--- config.mk ---
export PLATFORM = sky130hd
export DESIGN_NAME = prc_front
export DESIGN_NICKNAME = d
export VERILOG_FILES = /design/src/sv/prc_pkg.sv /design/src/sv/prc_front.sv
export SDC_FILE = /design/constraint.sdc
export NUM_CORES = 2
export LEC_CHECK = 0
export BUFFER_PORTS_ARGS = -buffer_cell sky130_fd_sc_hd__buf_2
export CAP_MARGIN = 20
export CORE_ASPECT_RATIO = 0.5
export CORE_MARGIN = 2
export CORE_UTILIZATION = 25
export DETAILED_ROUTE_END_ITERATION = 7
export HOLD_SLACK_MARGIN = 0.03
export SYNTH_ARGS = -nofsm -noshare
export SYNTH_HDL_FRONTEND = slang
export SYNTH_SLANG_ARGS = --single-unit
--- constraint.sdc ---
create_clock -name clk_i -period 11 [get_ports clk_i]
set_input_delay 0.55 -clock clk_i [delete_from_list [all_inputs] [get_ports clk_i]]
set_output_delay 0.55 -clock clk_i [all_outputs]
set_load 0.005 [all_outputs]
--- src/sv/prc_pkg.sv ---
// Shared types, widths and constant tables for the polar/rectangular converter.
// Tables (CORDIC angles in Q32 degrees, gain in Q31) are built at elaboration.
// No dependencies.
package prc_pkg;

  localparam int STEPS     = 16;
  localparam int FRAC_BITS = 16;
  localparam int STEP_W    = $clog2(STEPS);

  // Port field widths.
  localparam int A_W   = 32;
  localparam int B_W   = 26;
  localparam int X_W   = 32;
  localparam int MAG_W = 32;
  localparam int ANG_W = 25;

  // Internal widths.
  localparam int AX_W     = A_W + 1;      // coord_a after mirroring
  localparam int BX_W     = B_W + 1;      // coord_b after mirroring / angle sums
  localparam int DW       = 64;           // rotation datapath
  localparam int ZW       = 40;           // residual angle, Q32 degrees
  localparam int GAIN_W   = 31;           // gain in Q31
  localparam int Z_SHIFT  = 32 - FRAC_BITS;
  localparam int PRESCALE = 30;
  localparam int MAG_SHIFT = 61;
  localparam int LATENCY  = STEPS + 5;

  localparam logic signed [BX_W-1:0] DEG90  = BX_W'(90 <<< FRAC_BITS);
  localparam logic signed [BX_W-1:0] DEG180 = BX_W'(180 <<< FRAC_BITS);
  localparam logic signed [BX_W-1:0] DEG360 = BX_W'(360 <<< FRAC_BITS);

  typedef enum logic {
    OP_P2R = 1'b0,
    OP_R2P = 1'b1
  } op_e;

  typedef struct packed {
    op_e  op;
    logic flip;      // half turn (polar input) or mirror through origin (rect input)
    logic base_neg;  // mirror base is -180 instead of +180
    logic zero;      // rect input with both coordinates zero
  } meta_t;

  typedef struct packed {
    logic signed [DW-1:0] x;
    logic signed [DW-1:0] y;
    logic signed [ZW-1:0] z;
    meta_t                meta;
  } rot_t;

  typedef logic [STEPS-1:0][ZW-1:0] angle_tab_t;

  // 180/pi in Q56, floored.
  localparam logic [127:0] DEG_Q_WIDE =
      (128'd572957795130823 << 56) / 128'd10000000000000;
  localparam logic [63:0]  DEG_Q = DEG_Q_WIDE[63:0];

  // Restoring division, used only while building the tables.
  function automatic logic [63:0] udiv64(input logic [63:0] n, input logic [63:0] d);
    logic [64:0] rem;
    logic [63:0] quo;
    rem = '0;
    quo = '0;
    for (int b = 63; b >= 0; b--) begin
      rem = {rem[63:0], n[b]};
      if (rem >= {1'b0, d}) begin
        rem    = rem - {1'b0, d};
        quo[b] = 1'b1;
      end
    end
    return quo;
  endfunction

  function automatic logic [63:0] isqrt64(input logic [63:0] n_in);
    logic [63:0] n;
    logic [63:0] res;
    logic [63:0] bitv;
    n    = n_in;
    res  = '0;
    bitv = 64'd1 << 62;
    for (int s = 0; s < 32; s++) begin
      if (bitv > n) bitv = bitv >> 2;
    end
    for (int s = 0; s < 32; s++) begin
      if (bitv != '0) begin
        if (n >= res + bitv) begin
          n   = n - (res + bitv);
          res = (res >> 1) + bitv;
        end else begin
          res = res >> 1;
        end
        bitv = bitv >> 2;
      end
    end
    return res;
  endfunction

  // atan(2^-i) in Q32 degrees: odd power series in Q62 radians, scaled by 180/pi.
  function automatic angle_tab_t build_angle_tab();
    angle_tab_t   tab;
    logic [63:0]  acc;
    logic [63:0]  term;
    logic [127:0] prod;
    tab = '0;
    for (int i = 0; i < STEPS; i++) begin
      if (i == 0) begin
        tab[i] = ZW'(64'd45 << 32);
      end else begin
        acc = '0;
        for (int k = 1; i * k <= 62; k += 2) begin
          term = udiv64(64'd1 << (62 - i * k), 64'(k));
          if (((k >> 1) & 1) != 0) acc = acc - term;
          else acc = acc + term;
        end
        prod   = 128'(acc) * 128'(DEG_Q) + (128'd1 << 85);
        tab[i] = ZW'(prod >> 86);
      end
    end
    return tab;
  endfunction

  function automatic logic [63:0] build_gain();
    logic [63:0] k2;
    k2 = 64'd1 << 62;
    for (int i = 0; i < STEPS; i++) begin
      if (2 * i <= 62) k2 = k2 - udiv64(k2, (64'd1 << (2 * i)) + 64'd1);
    end
    return isqrt64(k2);
  endfunction

  localparam angle_tab_t  ANGLE_TAB = build_angle_tab();
  localparam logic [63:0] GAIN_WIDE = build_gain();
  localparam logic [GAIN_W-1:0] GAIN = GAIN_WIDE[GAIN_W-1:0];

endpackage

--- src/sv/prc_front.sv ---
// Input side of the converter: angle reduction or mirroring, then prescale (gain multiply or shift).
// Two registered stages feeding the rotation chain. Depends on prc_pkg.
module prc_front (
  input  logic                             clk_i,
  input  logic                             rst_ni,
  input  logic                             in_valid_i,
  output logic                             in_ready_o,
  input  logic                             op_i,
  input  logic signed [prc_pkg::A_W-1:0]   coord_a_i,
  input  logic signed [prc_pkg::B_W-1:0]   coord_b_i,
  output logic                             valid_o,
  input  logic                             ready_i,
  output prc_pkg::rot_t                    data_o
);
  import prc_pkg::*;

  logic signed [AX_W-1:0] a_ext, a_d, a_q;
  logic signed [BX_W-1:0] b_ext, b_d, b_q;
  logic signed [BX_W-1:0] r_mod, r_half, r_fold;
  logic signed [ZW-1:0]   z_d, z_q;
  logic                   fold;
  op_e                    op_in;
  meta_t                  meta_d, meta_q;
  logic                   a_valid_q, a_ready;
  logic                   b_valid_q, b_ready;
  logic signed [AX_W+32-1:0] prod;
  rot_t                   rot_d, rot_q;

  assign b_ready    = !b_valid_q || ready_i;
  assign a_ready    = !a_valid_q || b_ready;
  assign in_ready_o = a_ready;

  always_comb begin
    op_in = op_e'(op_i);
    a_ext = {coord_a_i[A_W-1], coord_a_i};
    b_ext = {coord_b_i[B_W-1], coord_b_i};

    // The input never reaches two full turns, so one correction does the modulo.
    r_mod = b_ext;
    if (b_ext >= DEG360) r_mod = b_ext - DEG360;
    else if (b_ext <= -DEG360) r_mod = b_ext + DEG360;

    r_half = r_mod;
    if (r_mod > DEG180) r_half = r_mod - DEG360;
    else if (r_mod < -DEG180) r_half = r_mod + DEG360;

    r_fold = r_half;
    fold   = 1'b0;
    if (r_half > DEG90) begin
      r_fold = r_half - DEG180;
      fold   = 1'b1;
    end else if (r_half < -DEG90) begin
      r_fold = r_half + DEG180;
      fold   = 1'b1;
    end

    meta_d    = '0;
    meta_d.op = op_in;
    if (op_in == OP_P2R) begin
      a_d         = a_ext;
      b_d         = '0;
      z_d         = {{(ZW-BX_W){r_fold[BX_W-1]}}, r_fold} << Z_SHIFT;
      meta_d.flip = fold;
    end else begin
      meta_d.zero     = (coord_a_i == '0) && (coord_b_i == '0);
      meta_d.flip     = a_ext[AX_W-1];
      meta_d.base_neg = b_ext[BX_W-1];
      a_d             = a_ext[AX_W-1] ? -a_ext : a_ext;
      b_d             = a_ext[AX_W-1] ? -b_ext : b_ext;
      z_d             = '0;
    end
  end

  always_comb begin
    prod       = $signed(a_q) * $signed({1'b0, GAIN});
    rot_d.meta = meta_q;
    rot_d.z    = z_q;
    if (meta_q.op == OP_P2R) begin
      rot_d.x = prod[DW-1:0];
      rot_d.y = '0;
    end else begin
      rot_d.x = {{(DW-AX_W){a_q[AX_W-1]}}, a_q} << PRESCALE;
      rot_d.y = {{(DW-BX_W){b_q[BX_W-1]}}, b_q} << PRESCALE;
    end
  end

  always_ff @(posedge clk_i or negedge rst_ni) begin
    if (!rst_ni) begin
      a_valid_q <= 1'b0;
      b_valid_q <= 1'b0;
    end else begin
      if (a_ready) a_valid_q <= in_valid_i;
      if (b_ready) b_valid_q <= a_valid_q;
    end
  end

  always_ff @(posedge clk_i) begin
    if (a_ready && in_valid_i) begin
      a_q    <= a_d;
      b_q    <= b_d;
      z_q    <= z_d;
      meta_q <= meta_d;
    end
    if (b_ready && a_valid_q) begin
      rot_q <= rot_d;
    end
  end

  assign valid_o = b_valid_q;
  assign data_o  = rot_q;

endmodule

======== After elaboration in Yosys (flattened, before gate mapping) ========
Index checks and enable logic that the tools add are counted.
storage, ports and cells
  output and inout port bits .............. 174
  register bits ........................... 271
  input port bits ......................... 63
  word-level logic and storage cells ...... 56
cells by class
  multiplexer cells ....................... 13
  reductions and logical operators ........ 9
  order comparisons ....................... 6
  multipliers ............................. 1
  add/sub/neg operators ................... 8
operator list
  kind                    count
  $mux 27                 5
  $mux 128                1
  $mux 33                 2
  $mul 33x30->62 const B  1
  $mux 24                 2
  $neg 32->33             1
  $logic_not 32->1        1
  $add 26x26->27 const B  1
  $add 27x26->27 const B  1
  $gt 27x24->1 const B    1
  $gt 27x25->1 const B    1
  $lt 27x24->1 const B    1
  $lt 27x25->1 const B    1
  $neg 26->27             1
  $sub 26x26->27 const B  1
  $sub 27x26->27 const B  1
  $ge 26x26->1 const B    1
  $le 26x26->1 const B    1
  $logic_not 26->1        1
  $add 24x24->24 const B  1
  $sub 24x24->24 const B  1
  $logic_and 1x1->1       3
  $mux 1                  3
  $logic_not 1->1         2
  $logic_or 1x1->1        2

======== Depth between registers and ports, before layout ========
  word-level depth ........................ 10
  gate-level depth with buffers ........... 30
  mapped depth without buffers ............ 30

======== Worst setup path before layout ========
No wires, ideal clock.
  kind .................................... register to register
  from .................................... register a_q[32]
  to ...................................... register rot_q, in the netlist data_o[171], data pin
  library setup time ...................... 137 ps
  stages on the path, launching flop included .. 22
  slack ................................... 2945 ps
  arrival ................................. 7918 ps
  required time ........................... 10863 ps
  path buffers ............................ 1
  path through ............................ edfxtp_1 clkbuf_1 clkinv_1 o21ai_0 fa_1 fa_1 fa_1 fa_1 inv_1 fa_1 inv_1 ha_1 a21o_1 a21o_1 a21oi_1 o22ai_1 a41oi_1 a21oi_1 a221oi_1 xnor2_1 a2111o_1 nand4_1
RTL lines
  element                 RTL line          source
  from (decl)             prc_front.sv:17   logic signed [AX_W-1:0] a_ext, a_d, a_q;
  from (signal assigned)  prc_front.sv:99   a_q <= a_d;
  to (signal assigned)    prc_front.sv:105  rot_q <= rot_d;
  to (decl)               prc_front.sv:27   rot_t rot_d, rot_q;

==> reports/metrics.cfg <==
[sta]
slew-limit-headroom_pct = 29.1
setup_tns_ps = 0
hold_viol = 0
period_share_pct = 85.3
worst_hold_slack_ps = 190
worstMarginPinSlew_ps = 1060
skew_ps = 28.8
finalSetupViolCount = 0
setup_slack_ps = 1610
timing.fmax_mhz = 107
slew_viol_final = 0
fin_crit_ps = 9390
rsz0062_at_grt = no

[logic_synthesis]
yosysTopAreaCell = fa_1
synthDistinctLibCells = 91
synthArstFlopShare_pct = 0.966
syn_area_um2 = 29900
synth_edf_count = 205
ys_seq_elements = 207
synth-warning-count = 0
avgSynthCellArea_um2 = 10.4
ys_seq_area_share_pct = 20.8
synth_top_flop_cell = edfxtp_1
synth_top_area_share_pct = 29.9
synth_area_leaders = fa_1 (30%), edfxtp_1 (21%), ha_1 (16%), inv_1 (8.9%), xor2_1 (3.1%)
synthCells = 2866

[routing]
route.detailed.drc = 0
wl_per_cell_um = 19.6
via_per_inst = 4.42
drt-total-wl_um = 90800
drtIter0Drc = 1384
dr_total_vias = 20500
ant_nets = 0
drt-pass1-iter-count = 6

[setup_path]
crit_required_ps = 11290
endpoint_kind = register
critPathArrivalTime_ps = 9670
reg2reg_slack_ps = 1610
startpoint_type = register
path_class = reg2reg
crit_fanout = 7

[clock_network]
tritoncts = built
h-tree-depth = 1
cts_buffer_depth = 3
ctsResizeCount = 0
clkTransAtPathRegs_ps = 70
cts_sinks = 207
ctsRootBufferMaster = clkbuf_16
cts_buffers = 23
insertion_delay_ps = 580

[grt]
antenna_found_initial = 2
grt_max_degree = 95
grt_pass1_wl_um = 137000
gr-total-overflow = 0
grt_usage_pct = 14.8
grt_pass1_vias = 21500

[hold_path]
hold_path.class = in2reg

[layout]
syn_to_final_growth_pct = 11.1
final_cell_mix = inv_1 (706), fa_1 (447), ha_1 (390)
final_nets = 3928
final_common_cell = inv_1
drive_above_1_share_pct = 8.62
utilization_pct = 28.1

[floorplan]
dieArea_um2 = 122000
initial_core_util_pct = 25.3
die_w_um = 493
ios = 237
die_h_um = 248
num_rows = 89
coreArea_um2 = 118000

[place]
hpwlAfterDp_um = 78600
port_buffers = 188
routabilityCongestion = 0.965
place_ws_ps = 1650

[job]
max_cap_viol_count = 0

[outcome]
status = finished, final reports clean

## worst max-delay path, cell delays in order, from the launching register on
cell and delay [ps]:
edfxtp_1 640, ha_1 490, inv_1 190, fa_1 540, inv_1 80, fa_1 560
inv_1 60, fa_1 510, inv_1 60, fa_1 510, fa_1 450, fa_1 550
inv_1 50, fa_1 620, inv_1 80, ha_1 380, and3_1 250, and3_1 200
and4_1 280, o211ai_1 300, o221ai_1 260, nor2_1 230, o21ai_0 270, a21oi_1 600
o21ai_0 290, a221oi_1 380, xor2_1 170, o21ai_0 80
## cells by family (layout without fill, tap and decap cells)
kind of cell             count (synthesis)  in the layout  share of synthesized area (%)
adder cells (fa/ha/maj)                837            837                           46.3
buffers and inverters                  816            944                           11.0
AND/OR/NAND/NOR                        415            415                           7.32
AO/OA/AOI/OAI                          394            394                           8.79
flip-flops                             207            207                           20.8
XOR/XNOR                               187            187                           5.51
multiplexers                             9              9                          0.339
other                                    1             49                         0.0125
## registers in the layout (all words and copies together), names as in the netlist
signal     flops
valid_o        1
a_valid_q      1
b_q           27
a_q           33
z_q           24
data_o       117
meta_q         4
## metrics by stage
stage	area (um^2)	std cells
final	33200	4634
after global placement	32400	4594
after detailed placement	32400	4594
after CTS	33200	4633
after floorplan	30100	2913
after global routing	33200	4634
## worst paths after layout
path                                to  depth (start not counted)       start
min                          a_valid_q                          2  in_valid_i
min in group asynchronous      valid_o                          2      rst_ni
max in group asynchronous    a_valid_q                          2      rst_ni
max reg2reg                data_o[170]                         27     a_q[25]
min reg2reg                 data_o[23]                          0     z_q[19]
max                        data_o[170]                         27     a_q[25]
## cells in the mapped netlist, types with 3 or more instances
master and instances:
nand2b_1 16, o22ai_1 3, mux2i_1 6, a31oi_1 14
a221oi_1 4, a211o_1 3, o31ai_1 19, nor2b_1 42
nand4_1 12, a221o_1 3, edfxtp_1 205, buf_2 3
or2_2 4, nor3_1 17, o21a_1 12, nand2_1 101
clkbuf_1 47, o21ai_0 87, o211ai_1 3, a21boi_0 5
or4_1 3, nand3_1 16, and2_1 60, a22oi_1 3
ha_1 390, nor2_1 76, nand3b_1 3, a21o_1 71
nor3b_1 9, buf_4 55, fa_1 447, o21bai_1 10
a21oi_1 99, o21ai_1 3, xnor2_1 79, nor4_1 9
o41ai_1 6, and3_1 13, inv_1 706, a211oi_1 8
or3_1 17, xor2_1 107, nor4b_1 3
## metal layers
| layer | wire [um] | GRT usage, % |
|---|---|---|
| met3 | 4690 | 2.02 |
| met1 | 41300 | 20.5 |
| met5 | 0 | 0 |
| met4 | 2240 | 3.40 |
| met2 | 42600 | 24.3 |
## cell type report
cell class / instances / area (um^2)
Fill cell: 12500 / 85100
Multi-Input combinational cell: 1890 / 20600
Sequential cell: 207 / 6210
Inverter: 708 / 2660
Tap cell: 1592 / 1990
Timing Repair Buffer: 198 / 1020
Clock buffer: 25 / 583
Clock inverter: 13 / 158
Antenna cell: 1 / 2.50
## repair_timing
action | CTS | global route
endpoints found under the hold margin | 2 | 0
hold buffers | 1 | 0
buffers inserted | 0 | 0
Power is left out: the tool's default activity adds up to more than one toggle a clock period on the data nets, which glitch-free logic cannot reach.
