--- src/sv/prc_pkg.sv ---
// Shared types, widths and constant tables for the polar/rectangular converter.
// Tables (CORDIC angles in Q32 degrees, gain in Q31) are built at elaboration.
// No dependencies.
package prc_pkg;

  localparam int STEPS     = 16;
  localparam int FRAC_BITS = 16;
  localparam int STEP_W    = $clog2(STEPS);

  // Port field widths.
  localparam int A_W   = 32;
  localparam int B_W   = 26;
  localparam int X_W   = 32;
  localparam int MAG_W = 32;
  localparam int ANG_W = 25;

  // Internal widths.
  localparam int AX_W     = A_W + 1;      // coord_a after mirroring
  localparam int BX_W     = B_W + 1;      // coord_b after mirroring / angle sums
  localparam int DW       = 64;           // rotation datapath
  localparam int ZW       = 40;           // residual angle, Q32 degrees
  localparam int GAIN_W   = 31;           // gain in Q31
  localparam int Z_SHIFT  = 32 - FRAC_BITS;
  localparam int PRESCALE = 30;
  localparam int MAG_SHIFT = 61;
  localparam int LATENCY  = STEPS + 5;

  localparam logic signed [BX_W-1:0] DEG90  = BX_W'(90 <<< FRAC_BITS);
  localparam logic signed [BX_W-1:0] DEG180 = BX_W'(180 <<< FRAC_BITS);
  localparam logic signed [BX_W-1:0] DEG360 = BX_W'(360 <<< FRAC_BITS);

  typedef enum logic {
    OP_P2R = 1'b0,
    OP_R2P = 1'b1
  } op_e;

  typedef struct packed {
    op_e  op;
    logic flip;      // half turn (polar input) or mirror through origin (rect input)
    logic base_neg;  // mirror base is -180 instead of +180
    logic zero;      // rect input with both coordinates zero
  } meta_t;

  typedef struct packed {
    logic signed [DW-1:0] x;
    logic signed [DW-1:0] y;
    logic signed [ZW-1:0] z;
    meta_t                meta;
  } rot_t;

  typedef logic [STEPS-1:0][ZW-1:0] angle_tab_t;

  // 180/pi in Q56, floored.
  localparam logic [127:0] DEG_Q_WIDE =
      (128'd572957795130823 << 56) / 128'd10000000000000;
  localparam logic [63:0]  DEG_Q = DEG_Q_WIDE[63:0];

  // Restoring division, used only while building the tables.
  function automatic logic [63:0] udiv64(input logic [63:0] n, input logic [63:0] d);
    logic [64:0] rem;
    logic [63:0] quo;
    rem = '0;
    quo = '0;
    for (int b = 63; b >= 0; b--) begin
      rem = {rem[63:0], n[b]};
      if (rem >= {1'b0, d}) begin
        rem    = rem - {1'b0, d};
        quo[b] = 1'b1;
      end
    end
    return quo;
  endfunction

  function automatic logic [63:0] isqrt64(input logic [63:0] n_in);
    logic [63:0] n;
    logic [63:0] res;
    logic [63:0] bitv;
    n    = n_in;
    res  = '0;
    bitv = 64'd1 << 62;
    for (int s = 0; s < 32; s++) begin
      if (bitv > n) bitv = bitv >> 2;
    end
    for (int s = 0; s < 32; s++) begin
      if (bitv != '0) begin
        if (n >= res + bitv) begin
          n   = n - (res + bitv);
          res = (res >> 1) + bitv;
        end else begin
          res = res >> 1;
        end
        bitv = bitv >> 2;
      end
    end
    return res;
  endfunction

  // atan(2^-i) in Q32 degrees: odd power series in Q62 radians, scaled by 180/pi.
  function automatic angle_tab_t build_angle_tab();
    angle_tab_t   tab;
    logic [63:0]  acc;
    logic [63:0]  term;
    logic [127:0] prod;
    tab = '0;
    for (int i = 0; i < STEPS; i++) begin
      if (i == 0) begin
        tab[i] = ZW'(64'd45 << 32);
      end else begin
        acc = '0;
        for (int k = 1; i * k <= 62; k += 2) begin
          term = udiv64(64'd1 << (62 - i * k), 64'(k));
          if (((k >> 1) & 1) != 0) acc = acc - term;
          else acc = acc + term;
        end
        prod   = 128'(acc) * 128'(DEG_Q) + (128'd1 << 85);
        tab[i] = ZW'(prod >> 86);
      end
    end
    return tab;
  endfunction

  function automatic logic [63:0] build_gain();
    logic [63:0] k2;
    k2 = 64'd1 << 62;
    for (int i = 0; i < STEPS; i++) begin
      if (2 * i <= 62) k2 = k2 - udiv64(k2, (64'd1 << (2 * i)) + 64'd1);
    end
    return isqrt64(k2);
  endfunction

  localparam angle_tab_t  ANGLE_TAB = build_angle_tab();
  localparam logic [63:0] GAIN_WIDE = build_gain();
  localparam logic [GAIN_W-1:0] GAIN = GAIN_WIDE[GAIN_W-1:0];

endpackage

--- src/sv/prc_back.sv ---
// Output side: gain multiply for the length (split in two partial products),
// rounding, saturation and the output register. Depends on prc_pkg.
module prc_back (
  input  logic                              clk_i,
  input  logic                              rst_ni,
  input  logic                              valid_i,
  output logic                              ready_o,
  input  prc_pkg::rot_t                     data_i,
  output logic                              out_valid_o,
  input  logic                              out_ready_i,
  output logic signed [prc_pkg::X_W-1:0]    x_out_o,
  output logic signed [prc_pkg::X_W-1:0]    y_out_o,
  output logic [prc_pkg::MAG_W-1:0]         magnitude_o,
  output logic signed [prc_pkg::ANG_W-1:0]  angle_deg_o
);
  import prc_pkg::*;

  localparam int PW    = 2 * GAIN_W;
  localparam int SUM_W = PW + GAIN_W + 1;

  localparam logic signed [X_W+1:0] I32_MAX = (X_W+2)'((64'sd1 <<< 31) - 64'sd1);
  localparam logic signed [X_W+1:0] I32_MIN = -((X_W+2)'(64'sd1 <<< 31));

  logic                 v1_q, v2_q, v3_q;
  logic                 rdy1, rdy2, rdy3;
  rot_t                 r1_q, r2_q;
  logic [PW-1:0]        pl_d, pl1_q, pl2_q, ph_d, ph_q;

  logic [SUM_W-1:0]        mag_sum;
  logic [MAG_W:0]          mag_raw;
  logic signed [ZW-1:0]    z_rnd;
  logic signed [BX_W-1:0]  ang_sum;
  logic signed [X_W-1:0]   x_d, y_d;
  logic [MAG_W-1:0]        mag_d;
  logic signed [ANG_W-1:0] ang_d;

  logic signed [X_W-1:0]   x_q, y_q;
  logic [MAG_W-1:0]        mag_q;
  logic signed [ANG_W-1:0] ang_q;

  // Round Q(F+31) to Q(F), undo the half turn, saturate to 32 bits.
  function automatic logic signed [X_W-1:0] round_sat(input logic signed [DW-1:0] v,
                                                       input logic flip);
    logic signed [DW-1:0]  vr;
    logic signed [X_W+1:0] w;
    vr = v + (DW'(1) << (GAIN_W - 1));
    w  = {vr[DW-1], vr[DW-1:GAIN_W]};
    if (flip) w = -w;
    if (w > I32_MAX) return X_W'(I32_MAX);
    if (w < I32_MIN) return X_W'(I32_MIN);
    return w[X_W-1:0];
  endfunction

  assign rdy3    = !v3_q || out_ready_i;
  assign rdy2    = !v2_q || rdy3;
  assign rdy1    = !v1_q || rdy2;
  assign ready_o = rdy1;

  assign pl_d = {{GAIN_W{1'b0}}, data_i.x[GAIN_W-1:0]} * {{GAIN_W{1'b0}}, GAIN};
  assign ph_d = {{GAIN_W{1'b0}}, r1_q.x[2*GAIN_W-1:GAIN_W]} * {{GAIN_W{1'b0}}, GAIN};

  always_comb begin
    mag_sum = {1'b0, ph_q, {GAIN_W{1'b0}}} + SUM_W'(pl2_q) + (SUM_W'(1) << (MAG_SHIFT - 1));
    mag_raw = mag_sum[SUM_W-1:MAG_SHIFT];

    z_rnd   = r2_q.z + (ZW'(1) << (Z_SHIFT - 1));
    ang_sum = {{(BX_W-(ZW-Z_SHIFT)){z_rnd[ZW-1]}}, z_rnd[ZW-1:Z_SHIFT]};
    if (r2_q.meta.flip) ang_sum = r2_q.meta.base_neg ? ang_sum - DEG180 : ang_sum + DEG180;
    if (ang_sum > DEG180) ang_sum = DEG180;
    else if (ang_sum < -DEG180) ang_sum = -DEG180;

    x_d   = '0;
    y_d   = '0;
    mag_d = '0;
    ang_d = '0;
    if (r2_q.meta.op == OP_P2R) begin
      x_d = round_sat(r2_q.x, r2_q.meta.flip);
      y_d = round_sat(r2_q.y, r2_q.meta.flip);
    end else if (!r2_q.meta.zero) begin
      mag_d = mag_raw[MAG_W] ? '1 : mag_raw[MAG_W-1:0];
      ang_d = ang_sum[ANG_W-1:0];
    end
  end

  always_ff @(posedge clk_i or negedge rst_ni) begin
    if (!rst_ni) begin
      v1_q <= 1'b0;
      v2_q <= 1'b0;
      v3_q <= 1'b0;
    end else begin
      if (rdy1) v1_q <= valid_i;
      if (rdy2) v2_q <= v1_q;
      if (rdy3) v3_q <= v2_q;
    end
  end

  always_ff @(posedge clk_i) begin
    if (rdy1 && valid_i) begin
      r1_q  <= data_i;
      pl1_q <= pl_d;
    end
    if (rdy2 && v1_q) begin
      r2_q  <= r1_q;
      pl2_q <= pl1_q;
      ph_q  <= ph_d;
    end
    if (rdy3 && v2_q) begin
      x_q   <= x_d;
      y_q   <= y_d;
      mag_q <= mag_d;
      ang_q <= ang_d;
    end
  end

  assign out_valid_o = v3_q;
  assign x_out_o     = x_q;
  assign y_out_o     = y_q;
  assign magnitude_o = mag_q;
  assign angle_deg_o = ang_q;

  a_angle_range: assert property (@(posedge clk_i) disable iff (!rst_ni)
    v3_q |-> ($signed(ang_q) <= DEG180) && ($signed(ang_q) >= -DEG180))
    else $error("angle outside half turn");

  a_fields_exclusive: assert property (@(posedge clk_i) disable iff (!rst_ni)
    v3_q && ((x_q != '0) || (y_q != '0)) |-> (mag_q == '0) && (ang_q == '0))
    else $error("rectangular and polar results both set");

endmodule

--- config.mk ---
export PLATFORM = sky130hd
export DESIGN_NAME = prc_back
export DESIGN_NICKNAME = d
export VERILOG_FILES = /design/src/sv/prc_pkg.sv /design/src/sv/prc_back.sv
export SDC_FILE = /design/constraint.sdc
export NUM_CORES = 2
export LEC_CHECK = 0
export BUFFER_PORTS_ARGS = -buffer_cell sky130_fd_sc_hd__buf_2
export CORE_ASPECT_RATIO = 1.5
export CORE_MARGIN = 3
export CORE_UTILIZATION = 51
export DETAILED_ROUTE_END_ITERATION = 8
export PLACE_DENSITY = 0.68
export SETUP_SLACK_MARGIN = 0.4
export SLEW_MARGIN = 20
export SYNTH_ARGS = -nofsm -noshare
export SYNTH_HDL_FRONTEND = slang
export SYNTH_SLANG_ARGS = --single-unit
--- constraint.sdc ---
create_clock -name clk_i -period 18.8 [get_ports clk_i]
set_input_delay 4.7 -clock clk_i [delete_from_list [all_inputs] [get_ports clk_i]]
set_output_delay 4.7 -clock clk_i [all_outputs]
set_load 0.05 [all_outputs]
Yosys cells after proc, flatten, opt, wreduce, memory -nomap -nowiden:

Index checks and enable logic that the tools add are counted.

* register bits: 648
* output and inout bits: 123
* word-level logic and storage cells: 83

* order comparisons: 6
* $mul: 2
* bitwise logic cells: 1
* add/sub/neg operators: 9
* multiplexer cells: 27
* reductions and logical operators: 12

Operators by type and width (number)
* 32-bit 2-to-1 mux: 9
* 34-bit 2-to-1 mux: 4
* 64-bit by 32-bit adder with 64-bit output, second input constant: 2
* 31-bit by 29-bit multiplier with 60-bit output, second input constant: 2
* 93-bit by 62-bit adder with 94-bit output: 1
* 94-bit by 61-bit adder with 94-bit output, second input constant: 1
* 34-bit by 32-bit greater-than comparator with 1-bit output, second input constant: 2
* 34-bit by 32-bit less-than comparator with 1-bit output, second input constant: 2
* 33-bit negator with 34-bit output: 2
* 27-bit 2-to-1 mux: 2
* 40-bit by 17-bit adder with 40-bit output, second input constant: 1
* 27-bit by 25-bit greater-than comparator with 1-bit output, second input constant: 1
* 27-bit by 25-bit less-than comparator with 1-bit output, second input constant: 1
* 24-bit by 25-bit adder with 26-bit output, second input constant: 1
* 24-bit by 25-bit subtractor with 26-bit output, second input constant: 1
* 25-bit 2-to-1 mux: 1
* 24-bit 2-to-1 mux: 1
* 1-bit 2-to-1 mux: 10
* 4-bit OR reduction: 1
* 1-bit logical AND: 3
* 1-bit zero test: 3
* 1-bit logical OR: 3
* 3-bit OR reduction: 1
* 2-bit OR reduction: 1
* 1-bit NOT: 1

Logic depth before layout (Yosys ltp):

* depth in word-level cells: 11
* mapped depth: 27
* gate-level depth less buffers: 27

Worst setup path after synthesis:

OpenSTA, ideal clock, no wires.

* path kind: input -> register
* start point: input port data_i[117] (netlist name)
* end point: register pl1_q[61], data pin
* buffers on the path: 0
* arrival: 11.709 ns
* cell stages on the path: 25
* slack: 6.831 ns
* required time: 18.540 ns
* path through: inv_1 fa_1 fa_1 inv_1 fa_1 fa_1 fa_1 fa_1 fa_1 inv_1 fa_1 inv_1 ha_1 a21o_1 o21ai_0 nand2_1 o311ai_0 a31oi_1 a41o_1 a41o_1 a21oi_1 o21ai_0 o21a_1 nor2_1 xnor2_1

* cells in the longest elaborated chain, start to end: 1

RTL lines
* start: declaration: line prc_back.sv:8 `input prc_pkg::rot_t data_i,`
* 31-bit by 29-bit multiplier with 60-bit output: line prc_back.sv:59 `assign pl_d = {{GAIN_W{1'b0}}, data_i.x[GAIN_W-1:0]} * {{GAIN_W{1'b0}}, GAIN};`
* named net pl_d[61]: line prc_back.sv:27 `logic [PW-1:0] pl_d, pl1_q, pl2_q, ph_d, ph_q;`
* end signal: assignment: line prc_back.sv:100 `pl1_q <= pl_d;`
* end: declaration: line prc_back.sv:27

The timed path passes the listed nets, and every way through them passes these cells.
A chain may end at the register's enable or synchronous reset.

Worst setup path in the final report:

Ends and elaborated chain as after synthesis.

==> run metrics <==
clock tree from TritonCTS=built; overall fraction of global-route tracks in use=0.2535; Clock Path Buffers=3; starting density of the core=0.5145; post-detailed-route count of antenna-violating nets=0; net count of the mapped netlist=6658; Max Clock Skew=0.05139 ns; largest fanout of any net on the critical path=6; die height=around 410 um; net count reported at finish=around 6900; number of pins exceeding their max-slew limit in the final report=0; number of clock sinks seen by CTS=434; cell with the most instances after synthesis=sky130_fd_sc_hd__inv_1; sequential area share after synthesis=0.2392; Cell Area, Synth=approximately 0.054 mm2; violation count after the first detailed-routing iteration=1891; critical path startpoint category=input port; fraction of layout instances using a drive strength above 1=0.08273; Synth Flop Type=sky130_fd_sc_hd__edfxtp_1; endpoint of the worst hold-timing path=r2_q[91]; Async SR Flop Fraction=0.006912; Achievable Freq=78.43 MHz; clock slew at the register clock pins of the worst setup and hold paths=approximately 0.060 ns; core occupancy in the finished layout=0.5574; first-pass GRT wire length=between 200 and 250 mm; met2 layer wire length in the routed design=71.81 mm; share of Yosys cell area claimed by the top area cell type=0.3248; ranking of synthesized cells by area=sky130_fd_sc_hd__fa_1, sky130_fd_sc_hd__edfxtp_1, sky130_fd_sc_hd__ha_1; estimated wirelength of the detail-placed design=114.9 mm; post-route fraction of the period consumed by the critical path=0.6782; gr ovfl total=0; number of instances on the worst hold path=0; warning count from the yosys run=0; hold buffers post-CTS=0; setup repair after global routing missed its margin=false; Wirelength per Cell=slightly above 20 um; measured slew at the worst slew-check pin=1.081 ns; first-pass iteration count of the detailed router=6; headroom to the max-slew limit=0.2740; gate count of the mapped netlist=4834; H-tree levels=2; Setup Crit Path Kind=input port to flip-flop; DR vias=34540; number of input and output port buffers inserted=253; number of flops mapped to enable cells by yosys=431; maximum number of pins on one net before global-route repair=76; post-CTS resize count=0; post-route met1 wirelength=50.49 mm; data arrival time at the worst-slack endpoint=roughly 13 ns; via count of the first global-routing pass=38020; post-synthesis cell type with the largest combined area=sky130_fd_sc_hd__fa_1; number of antenna violations at the first check in global routing=1; register bit total from synthesis=434; count of final setup violators=0; clock latency on the worst-skew pair=0.64 ns; top cells by count, synth=sky130_fd_sc_hd__inv_1, sky130_fd_sc_hd__fa_1, sky130_fd_sc_hd__ha_1; Tmin final=12.75 ns; row count=between 100 and 150; width of the die=272.7 um; CTS root buf=sky130_fd_sc_hd__clkbuf_16; origin of the critical flop-to-flop path=r1_q[151]; setup_tns=0 ns; detailed-route vias per instance=5.286; number of max-cap violations=0; Min-Delay Path Class=flip-flop to flip-flop; full die area=0.1107 mm2; hold violation total from the final report=0; CORE AREA=0.1058 mm2; number of cells traversed by the worst register-to-register path=25; syn_area_per_cell=11.26 um2; result of the run=completed; uppermost routed layer=met4; CP required=19.18 ns; drt total wl=~140 mm; critical register-to-register path endpoint=ph_q[59]; Met3 Routed Length=5.008 mm; distinct cell type count of the synthesized netlist=86; endpoint class of the critical path=flip-flop; setup fix buffers added after clock tree synthesis=0; routability congestion estimate=1.037; layout overhead on the synthesized area=8.328%; DRC violation count after routing=0; # IOs=299; r2r setup slk=9.74 ns; startpoint of the lowest-slack hold path=r1_q[91]; number of buffers added by the clock tree synthesis step=49
## kinds of logic (layout without fill, tap and decap cells)
logic type | Yosys count | after routing | synth area share
flops | 434 | 434 | 0.2392
other cells | 0 | 3 | 0
buf+inv | 1303 | 1594 | 0.09082
simple gates | 635 | 635 | 0.06079
fa+ha+maj | 1648 | 1648 | 0.5007
mux | 14 | 14 | 0.002713
compound gates | 533 | 533 | 0.06277
xor+xnor | 267 | 267 | 0.04297
## registers in the layout (all words and copies together) (netlist names)
name         cells
angle_deg_o     25
magnitude_o     32
out_valid_o      1
ph_q            58
pl1_q           29
pl2_q           29
r1_q            97
r2_q            97
v1_q             1
v2_q             1
x_out_o         32
y_out_o         32
## cell usage in the layout (no fill, tap or decap), drive strengths merged, types with 57 or more instances in the layout
cell type / Yosys / routed
o21ai: 169 / 169
clkbuf: 52 / 57
fa: 883 / 883
ha: 765 / 765
inv: 1233 / 1239
a21oi: 141 / 141
xor2: 79 / 79
nor2: 133 / 133
edfxtp: 431 / 431
nand2: 127 / 127
nand3: 78 / 78
xnor2: 188 / 188
buf: 17 / 270
## metrics by stage
step           worst slack (ns)  cell area [um2]  hold slack, ns  cells
3_5_place_dp              5.388            57270          0.4045   6441
4_1_cts                   6.051            58940          0.4067   6531
5_1_grt                   5.605            58940          0.4206   6531
2_1_floorplan             6.831            54420          0.4003   4834
3_3_place_gp              5.454            57270          0.4003   6441
6_report                  6.049            58950          0.4047   6534
## worst max-delay path, cell delays in order
cell and delay, ns:
sky130_fd_sc_hd__buf_2 0.19, sky130_fd_sc_hd__inv_1 0.39, sky130_fd_sc_hd__fa_1 0.53, sky130_fd_sc_hd__fa_1 0.51, sky130_fd_sc_hd__inv_1 0.05, sky130_fd_sc_hd__fa_1 0.46
sky130_fd_sc_hd__inv_1 0.11, sky130_fd_sc_hd__fa_1 0.39, sky130_fd_sc_hd__inv_1 0.14, sky130_fd_sc_hd__fa_1 0.46, sky130_fd_sc_hd__fa_1 0.53, sky130_fd_sc_hd__fa_1 0.55
sky130_fd_sc_hd__inv_1 0.05, sky130_fd_sc_hd__fa_1 0.56, sky130_fd_sc_hd__inv_1 0.07, sky130_fd_sc_hd__ha_1 0.35, sky130_fd_sc_hd__a21o_1 0.21, sky130_fd_sc_hd__o21ai_0 0.28
sky130_fd_sc_hd__nand2_1 0.08, sky130_fd_sc_hd__o311ai_0 0.50, sky130_fd_sc_hd__a31oi_1 0.34, sky130_fd_sc_hd__a41o_1 0.37, sky130_fd_sc_hd__a41o_1 0.34, sky130_fd_sc_hd__a21oi_1 0.30
sky130_fd_sc_hd__o21ai_0 0.21, sky130_fd_sc_hd__o21a_1 0.22, sky130_fd_sc_hd__nor2_1 0.12, sky130_fd_sc_hd__xnor2_1 0.07
## how the worst max path moves through the flow
stage | from | end | slack (ns) | cells past startpoint
2_1_floorplan | data_i[117] | pl1_q[61] | 6.83 | 25
3_3_place_gp | data_i[117] | pl1_q[60] | 5.45 | 27
3_5_place_dp | data_i[117] | pl1_q[60] | 5.39 | 27
4_1_cts | data_i[117] | pl1_q[60] | 6.05 | 27
5_1_grt | data_i[117] | pl1_q[61] | 5.61 | 28
6_report | data_i[117] | pl1_q[61] | 6.05 | 28
## metal layers
metal,vias up,global-route usage
li1,16120,-
met1,17280,0.2882
met2,835,0.4762
met3,298,0.02441
met4,0,0.1187
met5,-,0
## final cells by class
type | count | area, um2
flip-flops and latches | 434 | 13020
clock buffers | 57 | 1256
diodes | 3 | 7.507
clock inverters | 33 | 414.1
well taps | 1406 | 1759
inverters | 1234 | 4632
multi-input cells | 3097 | 36470
repair buffers | 270 | 1394
fillers | 9056 | 46820
Power is left out: the tool's default activity adds up to more than one toggle a clock period on the data nets, which glitch-free logic cannot reach.
